==> config.mk <==
export PLATFORM = sky130hd
export DESIGN_NAME = histogram_duplicate_reporter_core
export DESIGN_NICKNAME = d
export VERILOG_FILES = /design/src/rtl/hdr_pkg.sv /design/src/rtl/hdr_bin_mem.sv /design/src/rtl/hdr_scan.sv /design/src/rtl/histogram_duplicate_reporter_core.sv
export SDC_FILE = /design/constraint.sdc
export NUM_CORES = 1
export LEC_CHECK = 0
export ABC_CLOCK_PERIOD_IN_PS = 5400
export BUFFER_PORTS_ARGS = -buffer_cell sky130_fd_sc_hd__buf_2
export CORE_AREA = 2 2 144 146
export CTS_CLUSTER_SIZE = 24
export DETAILED_ROUTE_END_ITERATION = 7
export DIE_AREA = 0 0 146 148
export HOLD_SLACK_MARGIN = 0.1
export PLACE_DENSITY = 0.9
export SYNTH_ARGS = -nofsm -noshare
export SYNTH_HDL_FRONTEND = slang
export SYNTH_SLANG_ARGS = --single-unit
==> constraint.sdc <==
create_clock -name clk_i -period 5.4 [get_ports clk_i]
set_input_delay 1.08 -clock clk_i [delete_from_list [all_inputs] [get_ports clk_i]]
set_output_delay 1.08 -clock clk_i [all_outputs]
set_load 0.05 [all_outputs]
==> src/rtl/hdr_pkg.sv <==
`timescale 1ns / 1ps
// ----------------------------------------------------------------------------
// hdr_pkg
// Shared types and constants for the histogram duplicate reporter.
// ----------------------------------------------------------------------------
package hdr_pkg;

  // Fixed field widths
  localparam int unsigned VAL_W = 5;
  localparam int unsigned OCC_W = 7;

  // Input transfer payload
  typedef struct packed {
    logic [VAL_W-1:0] item_value;
    logic             last_item;
  } hdr_in_t;

  // Result transfer payload
  typedef struct packed {
    logic [VAL_W-1:0] dup_value;
    logic [OCC_W-1:0] occurrences;
    logic             total_flag;
    logic             last_result;
  } hdr_out_t;

  // Report sequencer states
  typedef enum logic [1:0] {
    ST_IDLE  = 2'd0,
    ST_SCAN  = 2'd1,
    ST_TOTAL = 2'd2
  } hdr_state_e;

  // Status from the report sequencer to the loader
  typedef struct packed {
    logic busy;
    logic clear;
  } hdr_sts_t;

endpackage

==> src/rtl/hdr_bin_mem.sv <==
`timescale 1ns / 1ps
// ----------------------------------------------------------------------------
// hdr_bin_mem
// Bin count memory: one write port, one registered read port, per-entry
// valid bits so that unwritten or cleared entries read as zero.
// ----------------------------------------------------------------------------
module hdr_bin_mem #(
  parameter int unsigned DEPTH = 32,
  parameter int unsigned AW    = 5,
  parameter int unsigned DW    = 7
) (
  input  logic          clk_i,
  input  logic          rst_ni,
  input  logic          rd_en_i,
  input  logic [AW-1:0] rd_addr_i,
  output logic [DW-1:0] rd_data_o,
  input  logic          wr_en_i,
  input  logic [AW-1:0] wr_addr_i,
  input  logic [DW-1:0] wr_data_i,
  input  logic          clr_i
);

  logic [DW-1:0]    mem_q [DEPTH];
  logic [DW-1:0]    rd_q;
  logic [DEPTH-1:0] valid_q;
  logic             rd_vld_q;

  // Storage array, synchronous read
  always_ff @(posedge clk_i) begin
    if (wr_en_i) begin
      mem_q[wr_addr_i] <= wr_data_i;
    end
    if (rd_en_i) begin
      rd_q <= mem_q[rd_addr_i];
    end
  end

  // Valid bits: cleared at reset and at the end of each report
  always_ff @(posedge clk_i or negedge rst_ni) begin
    if (!rst_ni) begin
      valid_q  <= '0;
      rd_vld_q <= 1'b0;
    end else begin
      if (clr_i) begin
        valid_q <= '0;
      end else if (wr_en_i) begin
        valid_q[wr_addr_i] <= 1'b1;
      end
      if (rd_en_i) begin
        rd_vld_q <= valid_q[rd_addr_i];
      end
    end
  end

  assign rd_data_o = rd_vld_q ? rd_q : '0;

endmodule

==> src/rtl/hdr_scan.sv <==
`timescale 1ns / 1ps
// ----------------------------------------------------------------------------
// hdr_scan
// Report sequencer: walks the bins from zero up to the largest value, emits
// one result per duplicated value, then the total, then clears the state.
// ----------------------------------------------------------------------------
module hdr_scan
  import hdr_pkg::*;
#(
  parameter int unsigned BIN_W = 5,
  parameter int unsigned CNT_W = 7
) (
  input  logic             clk_i,
  input  logic             rst_ni,
  input  logic             start_i,
  input  logic [BIN_W-1:0] largest_i,
  output logic             rd_en_o,
  output logic [BIN_W-1:0] rd_addr_o,
  input  logic [CNT_W-1:0] rd_data_i,
  output logic             out_valid_o,
  input  logic             out_stall_i,
  output hdr_out_t         out_data_o,
  output hdr_sts_t         sts_o
);

  hdr_state_e       state_q, state_d;
  logic [BIN_W-1:0] idx_q;
  logic             iss_done_q;
  logic             p_valid_q;
  logic [BIN_W-1:0] p_idx_q;
  logic [OCC_W-1:0] dups_q;
  logic             out_valid_q;
  hdr_out_t         out_q;

  logic cand;
  logic out_free;
  logic advance;
  logic load_dup;
  logic load_tot;
  logic clear;

  // Next state
  always_comb begin
    state_d = state_q;
    unique case (state_q)
      ST_IDLE: begin
        if (start_i) state_d = ST_SCAN;
      end
      ST_SCAN: begin
        if (!p_valid_q && iss_done_q) state_d = ST_TOTAL;
      end
      ST_TOTAL: begin
        if (out_free) state_d = ST_IDLE;
      end
      default: state_d = ST_IDLE;
    endcase
  end

  // Control outputs
  always_comb begin
    cand     = p_valid_q && (rd_data_i > CNT_W'(1));
    out_free = !out_valid_q || !out_stall_i;
    advance  = 1'b0;
    rd_en_o  = 1'b0;
    load_dup = 1'b0;
    load_tot = 1'b0;
    clear    = 1'b0;
    unique case (state_q)
      ST_IDLE: begin
      end
      ST_SCAN: begin
        // hold the pending bin while a duplicate cannot be placed
        advance  = !(cand && !out_free);
        rd_en_o  = advance && !iss_done_q;
        load_dup = cand && out_free;
      end
      ST_TOTAL: begin
        load_tot = out_free;
        clear    = out_free;
      end
      default: begin
      end
    endcase
  end

  assign rd_addr_o   = idx_q;
  assign sts_o.busy  = (state_q != ST_IDLE);
  assign sts_o.clear = clear;

  // Scan counters and pipeline
  always_ff @(posedge clk_i or negedge rst_ni) begin
    if (!rst_ni) begin
      state_q    <= ST_IDLE;
      idx_q      <= '0;
      iss_done_q <= 1'b0;
      p_valid_q  <= 1'b0;
      dups_q     <= '0;
    end else begin
      state_q <= state_d;
      if ((state_q == ST_IDLE) && start_i) begin
        idx_q      <= '0;
        iss_done_q <= 1'b0;
        p_valid_q  <= 1'b0;
        dups_q     <= '0;
      end else if (advance) begin
        p_valid_q <= rd_en_o;
        if (rd_en_o) begin
          idx_q <= idx_q + BIN_W'(1);
          if (idx_q == largest_i) iss_done_q <= 1'b1;
        end
        if (load_dup) dups_q <= dups_q + OCC_W'(1);
      end
    end
  end

  always_ff @(posedge clk_i) begin
    if (advance) begin
      p_idx_q <= idx_q;
    end
  end

  // Output register
  always_ff @(posedge clk_i or negedge rst_ni) begin
    if (!rst_ni) begin
      out_valid_q <= 1'b0;
    end else if (load_dup || load_tot) begin
      out_valid_q <= 1'b1;
    end else if (!out_stall_i) begin
      out_valid_q <= 1'b0;
    end
  end

  always_ff @(posedge clk_i) begin
    if (load_dup) begin
      out_q.dup_value   <= VAL_W'(p_idx_q);
      out_q.occurrences <= OCC_W'(rd_data_i);
      out_q.total_flag  <= 1'b0;
      out_q.last_result <= 1'b0;
    end else if (load_tot) begin
      out_q.dup_value   <= '0;
      out_q.occurrences <= dups_q;
      out_q.total_flag  <= 1'b1;
      out_q.last_result <= 1'b1;
    end
  end

  assign out_valid_o = out_valid_q;
  assign out_data_o  = out_q;

endmodule

==> src/rtl/histogram_duplicate_reporter_core.sv <==
`timescale 1ns / 1ps
// ----------------------------------------------------------------------------
// histogram_duplicate_reporter_core
// Counts values into a histogram memory; on the last item, reports every
// value seen more than once and a closing total, then clears for the next set.
//
//   channel | direction | payload  | handshake
//   --------+-----------+----------+----------------------------
//   in      | input     | hdr_in_t | in_valid_i / in_stall_o
//   out     | output    | hdr_out_t| out_valid_o / out_stall_i
//
// Loading takes one item per cycle: read-modify-write on the bin memory,
// with a forwarding register covering back-to-back hits on the same bin.
// After the last item, input stalls for the report scan up to the largest value
// (one bin read per cycle from the single read port) plus any output stalls.
// Reset clears the per-bin valid bits at once; no clearing pass is needed.
// An output stall holds the scan on a pending duplicate bin; nothing is dropped.
// ----------------------------------------------------------------------------
module histogram_duplicate_reporter_core
  import hdr_pkg::*;
#(
  parameter int unsigned NUM_BINS  = 32,
  parameter int unsigned MAX_ITEMS = 64
) (
  input  logic     clk_i,
  input  logic     rst_ni,
  input  logic     in_valid_i,
  output logic     in_stall_o,
  input  hdr_in_t  in_data_i,
  output logic     out_valid_o,
  input  logic     out_stall_i,
  output hdr_out_t out_data_o
);

  localparam int unsigned BIN_W = (NUM_BINS > 1) ? $clog2(NUM_BINS) : 1;
  localparam int unsigned CNT_W = $clog2(MAX_ITEMS + 1);

  hdr_sts_t         sts;
  logic             in_accept;
  logic             in_range;
  logic [BIN_W-1:0] in_addr;
  logic [BIN_W-1:0] largest_q;

  logic             s1_valid_q;
  logic             s1_inc_q;
  logic             s1_last_q;
  logic [BIN_W-1:0] s1_addr_q;

  logic             fwd_hit_q;
  logic [CNT_W-1:0] fwd_data_q;

  logic             ld_rd_en;
  logic             scan_rd_en;
  logic [BIN_W-1:0] scan_rd_addr;
  logic             mem_rd_en;
  logic [BIN_W-1:0] mem_rd_addr;
  logic [CNT_W-1:0] mem_rd_data;
  logic             wr_en;
  logic [CNT_W-1:0] cnt_old;
  logic [CNT_W-1:0] cnt_new;

  // Input transfer and bin lookup
  assign in_stall_o = sts.busy || (s1_valid_q && s1_last_q);
  assign in_accept  = in_valid_i && !in_stall_o;
  assign in_range   = (32'(in_data_i.item_value) < 32'(NUM_BINS));
  assign in_addr    = BIN_W'(in_data_i.item_value);
  assign ld_rd_en   = in_accept && in_range;

  // Update stage: saturating increment with forwarding
  assign wr_en   = s1_valid_q && s1_inc_q;
  assign cnt_old = fwd_hit_q ? fwd_data_q : mem_rd_data;
  assign cnt_new = (cnt_old < CNT_W'(MAX_ITEMS)) ? cnt_old + CNT_W'(1) : cnt_old;

  always_ff @(posedge clk_i or negedge rst_ni) begin
    if (!rst_ni) begin
      s1_valid_q <= 1'b0;
      fwd_hit_q  <= 1'b0;
      largest_q  <= '0;
    end else begin
      s1_valid_q <= in_accept;
      fwd_hit_q  <= wr_en && ld_rd_en && (in_addr == s1_addr_q);
      if (sts.clear) begin
        largest_q <= '0;
      end else if (ld_rd_en && (in_addr > largest_q)) begin
        largest_q <= in_addr;
      end
    end
  end

  always_ff @(posedge clk_i) begin
    if (in_accept) begin
      s1_inc_q  <= in_range;
      s1_last_q <= in_data_i.last_item;
      s1_addr_q <= in_addr;
    end
    fwd_data_q <= cnt_new;
  end

  // Read port shared between loading and the report scan
  assign mem_rd_en   = sts.busy ? scan_rd_en : ld_rd_en;
  assign mem_rd_addr = sts.busy ? scan_rd_addr : in_addr;

  hdr_bin_mem #(
    .DEPTH (NUM_BINS),
    .AW    (BIN_W),
    .DW    (CNT_W)
  ) u_mem (
    .clk_i     (clk_i),
    .rst_ni    (rst_ni),
    .rd_en_i   (mem_rd_en),
    .rd_addr_i (mem_rd_addr),
    .rd_data_o (mem_rd_data),
    .wr_en_i   (wr_en),
    .wr_addr_i (s1_addr_q),
    .wr_data_i (cnt_new),
    .clr_i     (sts.clear)
  );

  hdr_scan #(
    .BIN_W (BIN_W),
    .CNT_W (CNT_W)
  ) u_scan (
    .clk_i       (clk_i),
    .rst_ni      (rst_ni),
    .start_i     (s1_valid_q && s1_last_q),
    .largest_i   (largest_q),
    .rd_en_o     (scan_rd_en),
    .rd_addr_o   (scan_rd_addr),
    .rd_data_i   (mem_rd_data),
    .out_valid_o (out_valid_o),
    .out_stall_i (out_stall_i),
    .out_data_o  (out_data_o),
    .sts_o       (sts)
  );

`ifndef SYNTHESIS
  // No bin write may land while the report scan owns the memory
  a_no_wr_in_scan: assert property (@(posedge clk_i) disable iff (!rst_ni)
    sts.busy |-> !wr_en)
    else $error("bin write during report scan");

  // A committed last item always starts the report
  a_last_starts: assert property (@(posedge clk_i) disable iff (!rst_ni)
    (s1_valid_q && s1_last_q) |=> sts.busy)
    else $error("report did not start after last item");

  // Largest value stays a legal bin index
  a_largest_range: assert property (@(posedge clk_i) disable iff (!rst_ni)
    32'(largest_q) < 32'(NUM_BINS))
    else $error("largest value outside bins");

  // Clearing leaves the maximum at zero
  a_clear_max: assert property (@(posedge clk_i) disable iff (!rst_ni)
    sts.clear |=> (largest_q == '0))
    else $error("maximum not cleared after report");
`endif

endmodule
# After elaboration in Yosys (flattened, before gate mapping)
# Memories as Yosys holds them, arrays and structs flattened. A register that Yosys moved wholly into a read port is not among the register bits.
# Cells that the tools add are included.
dict set report totals {
  reg_bits 88
  ramBits 224
  in_bits 10
  out_inout_bits 16
  word_cells 111
  mem_count 1
}
# memory depth word_bits read_ports rd_ports_with_merged_regs write_ports line
set mem_list {}
lappend mem_list {u_mem.mem_q 32 7 1 1 1 hdr_bin_mem.sv:23} ;# logic [DW-1:0] mem_q [DEPTH];
dict set report op_classes {
  addsub 3
  order_cmp 6
  eq_ne 8
  muxes 39
  n_bitwise 1
  n_reduce_logical 35
}
# op count
set ops {}
lappend ops {{$mux W32} 2}
lappend ops {{$mux W7} 6}
lappend ops {{$or A32 B32 Y32} 1}
lappend ops {{$mux W5} 6}
lappend ops {{$mux W14} 2}
lappend ops {{$mux W1} 17}
lappend ops {{$reduce_bool A2 Y1} 8}
lappend ops {{$add A7 B1 Y7 const B} 2}
lappend ops {{$logic_and A1 B1 Y1} 12}
lappend ops {{$lt A5 B6 Y1 const B} 2}
lappend ops {{$eq A5 B5 Y1} 2}
lappend ops {{$ne A2 B1 Y1 const B} 4}
lappend ops {{$gt A7 B1 Y1 const B} 1}
lappend ops {{$logic_not A1 Y1} 7}
lappend ops {{$lt A7 B7 Y1 const B} 1}
lappend ops {{$mux W2} 3}
lappend ops {{$pmux W2 S3} 1}
lappend ops {{$reduce_and A3 Y1} 2}
lappend ops {{$add A5 B1 Y5 const B} 1}
lappend ops {{$bmux W1 S5} 1}
lappend ops {{$demux W1 S5} 1}
lappend ops {{$ge A5 B1 Y1 const B} 1}
lappend ops {{$gt A5 B5 Y1} 1}
lappend ops {{$reduce_and A2 Y1} 2}
lappend ops {{4 further kinds} 6}

# Logic depth before layout (Yosys ltp)
dict set report depth {
  depth_word 10
  ltp_mapped 9
  depth_no_buf 8
}

# Hierarchy
# Synthesis repeated with hierarchy kept, for this count alone.
dict set report unflattened {
  cells_unflattened 763
  area_unflattened_um2 13092.6
}
# mod instances cells_per_inst area_each_um2 seq_area_each_um2
set modules_own_cells {}
lappend modules_own_cells {hdr_bin_mem 1 521 10333.7 7762.4}
lappend modules_own_cells {hdr_scan 1 135 1607.8 955.9}
lappend modules_own_cells {histogram_duplicate_reporter_core 1 107 1151.1 495.5}

# Least setup slack after synthesis
# OpenSTA, ideal clock, no wires.
dict set report synth_timing {
  kind {reg2reg}
  start {register u_mem.rd_vld_q}
  end {memory u_mem.mem_q[0][6], data pin}
  setup_time_ns 0.474
  arrival_ns 2.648
  t_required_ns 4.926
  slack_ns 2.278
  path_stages_with_launch 7
  path_buffers 1
  period_less_slack_ns 3.122
  cell_sequence {dfrtp_1 clkbuf_1 nand2_1 o21ai_0 ha_1 nand2_1 o31ai_1}
}
dict set report synth_via {
  elab_chain_len 4
  word_cells_on_any_way 5
  classes_between {add/sub: 1; order compare: 1; mux: 3}
}
# element line
set synth_lines {}
lappend synth_lines {{start: declaration} hdr_bin_mem.sv:26} ;# logic rd_vld_q;
lappend synth_lines {{start signal: assignment} hdr_bin_mem.sv:50} ;# rd_vld_q <= valid_q[rd_addr_i];
lappend synth_lines {{$mux W7 (*)} hdr_bin_mem.sv:55} ;# assign rd_data_o = rd_vld_q ? rd_q : '0;
lappend synth_lines {{$mux W7 (*)} histogram_duplicate_reporter_core.sv:71} ;# assign cnt_old = fwd_hit_q ? fwd_data_q : mem_rd_data;
lappend synth_lines {{$add A7 B1 Y7 / $lt A7 B7 Y1 (equally long branches)} histogram_duplicate_reporter_core.sv:72} ;# assign cnt_new = (cnt_old < CNT_W'(MAX_ITEMS)) ? cnt_old + CNT_W'(1) : cnt_old;
lappend synth_lines {{$mux W7 (*)} histogram_duplicate_reporter_core.sv:72}
lappend synth_lines {{named net cnt_new[6]} histogram_duplicate_reporter_core.sv:60} ;# logic [CNT_W-1:0] cnt_new;
lappend synth_lines {{end: declaration} hdr_bin_mem.sv:23}
# The timed path passes the listed nets; every way through them passes the cells marked *.

# Worst setup path in the final report
dict set report layout_timing {
  start {register u_scan.state_q[1]}
  end {register u_mem.rd_q[0], read port of u_mem.mem_q, data pin}
}
dict set report layout_via {
  elab_chain_len 5
  word_cells_on_any_way 8
  classes_between {eq/ne: 1; mux: 3; reduce/logical: 4}
}
# element line
set layout_lines {}
lappend layout_lines {{start: declaration} hdr_scan.sv:26} ;# hdr_state_e state_q, state_d;
lappend layout_lines {{start signal: assignment} hdr_scan.sv:99} ;# state_q <= state_d;
lappend layout_lines {{$reduce_bool A2 Y1} hdr_scan.sv:87} ;# assign sts_o.busy = (state_q != ST_IDLE);
lappend layout_lines {{$logic_or A1 B1 Y1} histogram_duplicate_reporter_core.sv:63} ;# assign in_stall_o = sts.busy || (s1_valid_q && s1_last_q);
lappend layout_lines {{$logic_not A1 Y1} histogram_duplicate_reporter_core.sv:64} ;# assign in_accept = in_valid_i && !in_stall_o;
lappend layout_lines {{$logic_and A1 B1 Y1} histogram_duplicate_reporter_core.sv:64}
lappend layout_lines {{$mux W1} histogram_duplicate_reporter_core.sv:100} ;# assign mem_rd_en = sts.busy ? scan_rd_en : ld_rd_en;
lappend layout_lines {{end: declaration} hdr_bin_mem.sv:24} ;# logic [DW-1:0] rd_q;
# Several ways; a longest one is shown, not always the timed one.
# A chain may end at the register's enable or synchronous reset.

==> flow_summary_export.csv <==
group,metric,value,unit
outcome,outcome,"finished clean",
global_route,antenna_found_initial,0,
logic_synthesis,synthesis.instances,823,
clock_tree,cts_made_buffers,29,
logic_synthesis,post_synth_main_area_contributors,"sky130_fd_sc_hd__edfxtp_1, sky130_fd_sc_hd__dfrtp_1, sky130_fd_sc_hd__mux4_2",
logic_synthesis,yosys_most_used_dff,"sky130_fd_sc_hd__edfxtp_1",
logic_synthesis,synth.avg_cell_area,16.0,sq um
logic_synthesis,yosysSeqAreaShare,70.0,%
setup_path,critical_path.endpoint_type,"register",
place,place.detailed.hpwl,18900,um
clock_tree,cts_root_buf,"sky130_fd_sc_hd__clkbuf_16",
setup_path,crit_arrival,3950,ps
floorplan,floorplan.initialDensity,65.6,%
timing,relSlewSlack,13.1,%
timing,finalHoldViolations,0,
timing,clock_skew,12.8,ps
min_path,timing.hold.worst.class,"reg -> reg",
clock_tree,cts_post_setup_buffers_inserted,0,
floorplan,fp.dieW,146,um
setup_path,critPathKind,"reg -> reg",
pwr,internal-power,5550,uW
setup_path,timing.critical_path.from,"u_scan.state_q[1]$_DFFE_PN0P_",
floorplan,ioPinCount,26,
pwr,power.switching,2800,uW
setup_path,ff2ff_path_depth,7,
floorplan,die_height,148,um
logic_synthesis,synth.most_common_cell,"sky130_fd_sc_hd__edfxtp_1",
drt,route.met2.wl,15400,um
drt,routedLengthMet1,10500,um
setup_path,critical-path-max-stage-delay,690,ps
drt,drt-pass1-iter-count,8,
setup_path,cp-endpoint,"u_mem.rd_q[0]$_DFFE_PP_",
floorplan,die-area,0.0216,sq mm
setup_path,crit_required,5690,ps
pwr,irDropWorstVdd,437,uV
drt,route.vias.total,7687,
setup_path,timing.critical_path.cells,"or2_1, o21ai_4, buf_4, mux4_2, mux2_1, o22ai_1, nor2_1",
flow_run,cap_violations,0,
layout,n_fill_cell,1168,
setup_path,critical_path_peak_fanout,27,
layout,flow.area_growth_from_synthesis,10.5,%
timing,minimum_period_implied_by_the_final_worst_setup_slack,3660,ps
logic_synthesis,ys_types,59,
place,place.gp.congestion,0.906,
pwr,clock_power_share,25.0,%
layout,final_net_count,869,
clock_tree,clock_tree_from_tritoncts,"yes",
setup_path,worstReg2RegStart,"u_scan.state_q[1]$_DFFE_PN0P_",
pwr,comb_power_share,31.2,%
layout,postLayoutCoreUtil,72.5,%
clock_tree,clk_latency,540,ps
global_route,vias_in_the_first_global_route,7770,
layout,multi_input_area,0.00377,sq mm
timing,min_period_over_period,67.7,%
drt,routed_wire_length_per_instance,26.5,um
global_route,overflow,0,
clock_tree,clk_transition_reported_paths,60,ps
setup_path,crit-reg2reg-capture,"u_mem.rd_q[0]$_DFFE_PP_",
setup_path,cpLargestDelayFamily,"compound AO/OA/AOI/OAI gates",
layout,final-seq-area,0.00921,sq mm
timing,rsz0062_at_grt,"no",
timing,finalSetupViolCount,0,
floorplan,core-area,0.0200,sq mm
clock_tree,post_cts_hold_buffers,0,
global_route,grt_pass1_wl,46700,um
pwr,powerDensity,574,mW/mm^2
logic_synthesis,synth_area,0.0132,sq mm
logic_synthesis,synth_async_sr_flop_share,17.9,%
setup_path,r2r_slack,1740,ps
clock_tree,ctsHtreeMaxLevel,1,
logic_synthesis,synth_area_leader_cell,"sky130_fd_sc_hd__edfxtp_1",
place,port_buffers,25,
clock_tree,clock_sink_count,319,
place,postPlaceCellArea,0.0136,sq mm
layout,fraction_of_final_layout_cells_sized_beyond_drive_strength_1,19.6,%
timing,timing.final.max_slew_violations,0,
floorplan,row_count,52,
clock_tree,cts.repair.resized,0,
timing,setup-tns-final,0,ps
setup_path,worst-path-stages,7,
setup_path,start_kind,"register",
setup_path,critPathBufInv,1,
logic_synthesis,yosysTopAreaCellShare,58.0,%
timing,whs,488,ps
drt,met3WireLength,3120,um
pwr,power.total,8350,uW
timing,achievable-frequency,0.273,GHz
drt,detailedRoute.firstIterationViolations,1205,
clock_tree,clock_path_buffers,3,
layout,antenna_cells,0,
logic_synthesis,yosysWarnings,0,
logic_synthesis,ys_seq_elements,319,
logic_synthesis,synthTopCellsByCount,"sky130_fd_sc_hd__edfxtp_1, sky130_fd_sc_hd__nor2_1, sky130_fd_sc_hd__dfrtp_1",
pwr,sw_frac_of_total,33.5,%
setup_path,slowest_cell_on_the_critical_path,"sky130_fd_sc_hd__o21ai_4",
pwr,p_leak,0.00508,uW
drt,ant_nets,0,
global_route,grt_max_degree,65,
drt,wl,30300,um
logic_synthesis,synthesized_net_count,841,
drt,viasPerCell,6.73,
drt,highest-signal-layer,"met4",
global_route,global_route.usage.total,29.1,%
layout,layout.cell_area.non_filler,0.0145,sq mm
drt,drc_errors,0,
timing,tightest_slew,1300,ps
pwr,p_seq_share,43.8,%
logic_synthesis,post_synth_edffs,254,
cells by family (layout without fill, tap and decap cells):
| group | Yosys count | in the layout | share of synthesized area [%] |
|---|---|---|---|
| AOI/OAI and AO/OA | 85 | 85 | 4.55 |
| xor gates and xnor gates | 22 | 22 | 1.46 |
| adders and majority gates | 8 | 8 | 0.761 |
| buffers and inverters | 51 | 100 | 1.88 |
| DFF | 319 | 319 | 70.0 |
| muxes | 97 | 97 | 12.9 |
| and+or+nand+nor | 241 | 241 | 8.39 |
worst min path at each step:
stage               slack, ps  cells past startpoint                                 to                         startpoint
finish                    490                      2  u_scan.out_data_o[1]$_SDFFE_PP0P_  u_scan.out_data_o[1]$_SDFFE_PP0P_
floorplan                 420                      0        u_scan.p_idx_q[2]$_DFFE_PP_    u_scan.rd_addr_o[2]$_DFFE_PN0P_
detailed placement        480                      2  u_scan.out_data_o[1]$_SDFFE_PP0P_  u_scan.out_data_o[1]$_SDFFE_PP0P_
CTS                       500                      2  u_scan.out_data_o[1]$_SDFFE_PP0P_  u_scan.out_data_o[1]$_SDFFE_PP0P_
global route              530                      2       u_mem.valid_q[7]$_DFFE_PN0P_       u_mem.valid_q[7]$_DFFE_PN0P_
global placement          470                      2      u_mem.valid_q[24]$_DFFE_PN0P_      u_mem.valid_q[24]$_DFFE_PN0P_
cells in the final DEF, fill, tap and decap left out, types with 3 or more instances in the layout:
cell type / n
sky130_fd_sc_hd__dfrtp_1: 57
sky130_fd_sc_hd__a22o_1: 6
sky130_fd_sc_hd__nand3_1: 14
sky130_fd_sc_hd__buf_4: 9
sky130_fd_sc_hd__dfxtp_1: 8
sky130_fd_sc_hd__mux2_2: 18
sky130_fd_sc_hd__mux2_1: 3
sky130_fd_sc_hd__a211oi_1: 7
sky130_fd_sc_hd__inv_1: 14
sky130_fd_sc_hd__o21ai_0: 19
sky130_fd_sc_hd__bufinv_16: 4
sky130_fd_sc_hd__o22ai_1: 12
sky130_fd_sc_hd__clkbuf_1: 8
sky130_fd_sc_hd__and2_1: 6
sky130_fd_sc_hd__or3_1: 4
sky130_fd_sc_hd__nand2b_1: 6
sky130_fd_sc_hd__nand2_1: 45
sky130_fd_sc_hd__o21a_1: 3
sky130_fd_sc_hd__mux2i_1: 19
sky130_fd_sc_hd__nor2_1: 127
sky130_fd_sc_hd__nand4_1: 7
sky130_fd_sc_hd__or3b_2: 3
sky130_fd_sc_hd__clkinv_2: 3
sky130_fd_sc_hd__a21oi_1: 11
sky130_fd_sc_hd__nor3b_1: 3
sky130_fd_sc_hd__nand3b_1: 5
sky130_fd_sc_hd__clkbuf_8: 3
sky130_fd_sc_hd__ha_1: 8
sky130_fd_sc_hd__and3_1: 5
sky130_fd_sc_hd__mux4_2: 56
sky130_fd_sc_hd__edfxtp_1: 254
sky130_fd_sc_hd__xor2_1: 8
sky130_fd_sc_hd__and4_1: 3
sky130_fd_sc_hd__clkbuf_16: 29
sky130_fd_sc_hd__xnor2_1: 9
sky130_fd_sc_hd__xnor2_2: 3
sky130_fd_sc_hd__buf_2: 25
layout make-up:
type	count	share of cell area (%)
flip-flops and latches	319	63.4
multi-input cells	453	26.0
clock buffers	40	5.48
well taps	270	2.32
repair buffers	34	1.33
clock inverters	12	1.15
inverters	14	0.362
through the flow:
| stage | worst slack (ps) | instances |
|---|---|---|
| finish | 1740 | 1142 |
| CTS | 1860 | 1142 |
| floorplan | 2280 | 823 |
| global route | 1680 | 1142 |
| detailed placement | 1500 | 1090 |
| global placement | 1580 | 1090 |
worst reg2reg max path: cells and delay by family (launching register included):
family	cells	cell delay (ps)
buf+inv	1	530
mux	2	740
flops	1	600
simple gates	2	590
compound gates	2	940
state kept, by name, indices dropped and copies added, names as in the netlist, 2 cells and up:
name,count
fwd_data_q,7
largest_q,5
s1_addr_q,5
u_mem.mem_q,224
u_mem.rd_q,7
u_mem.valid_q,32
u_scan.dups_q,7
u_scan.out_data_o,13
u_scan.p_idx_q,5
u_scan.rd_addr_o,5
u_scan.state_q,2
power by group through the flow:
stage               registers [uW]  logic (uW)  clock network [uW]
floorplan                     3630        1840                   0
global placement              3670        2410                   0
detailed placement            3680        2540                   0
CTS                           3640        2590                2090
global route                  3680        2790                2180
finish                        3660        2610                2080
metal layers:
metal | track usage (%) | up-vias
met3 | 5.15 | 120
met5 | 0 | -
met4 | 11.6 | 0
li1 | - | 3190
met1 | 38.0 | 3803
met2 | 49.4 | 574
No activity file was read; power rests on OpenSTA's default activity.
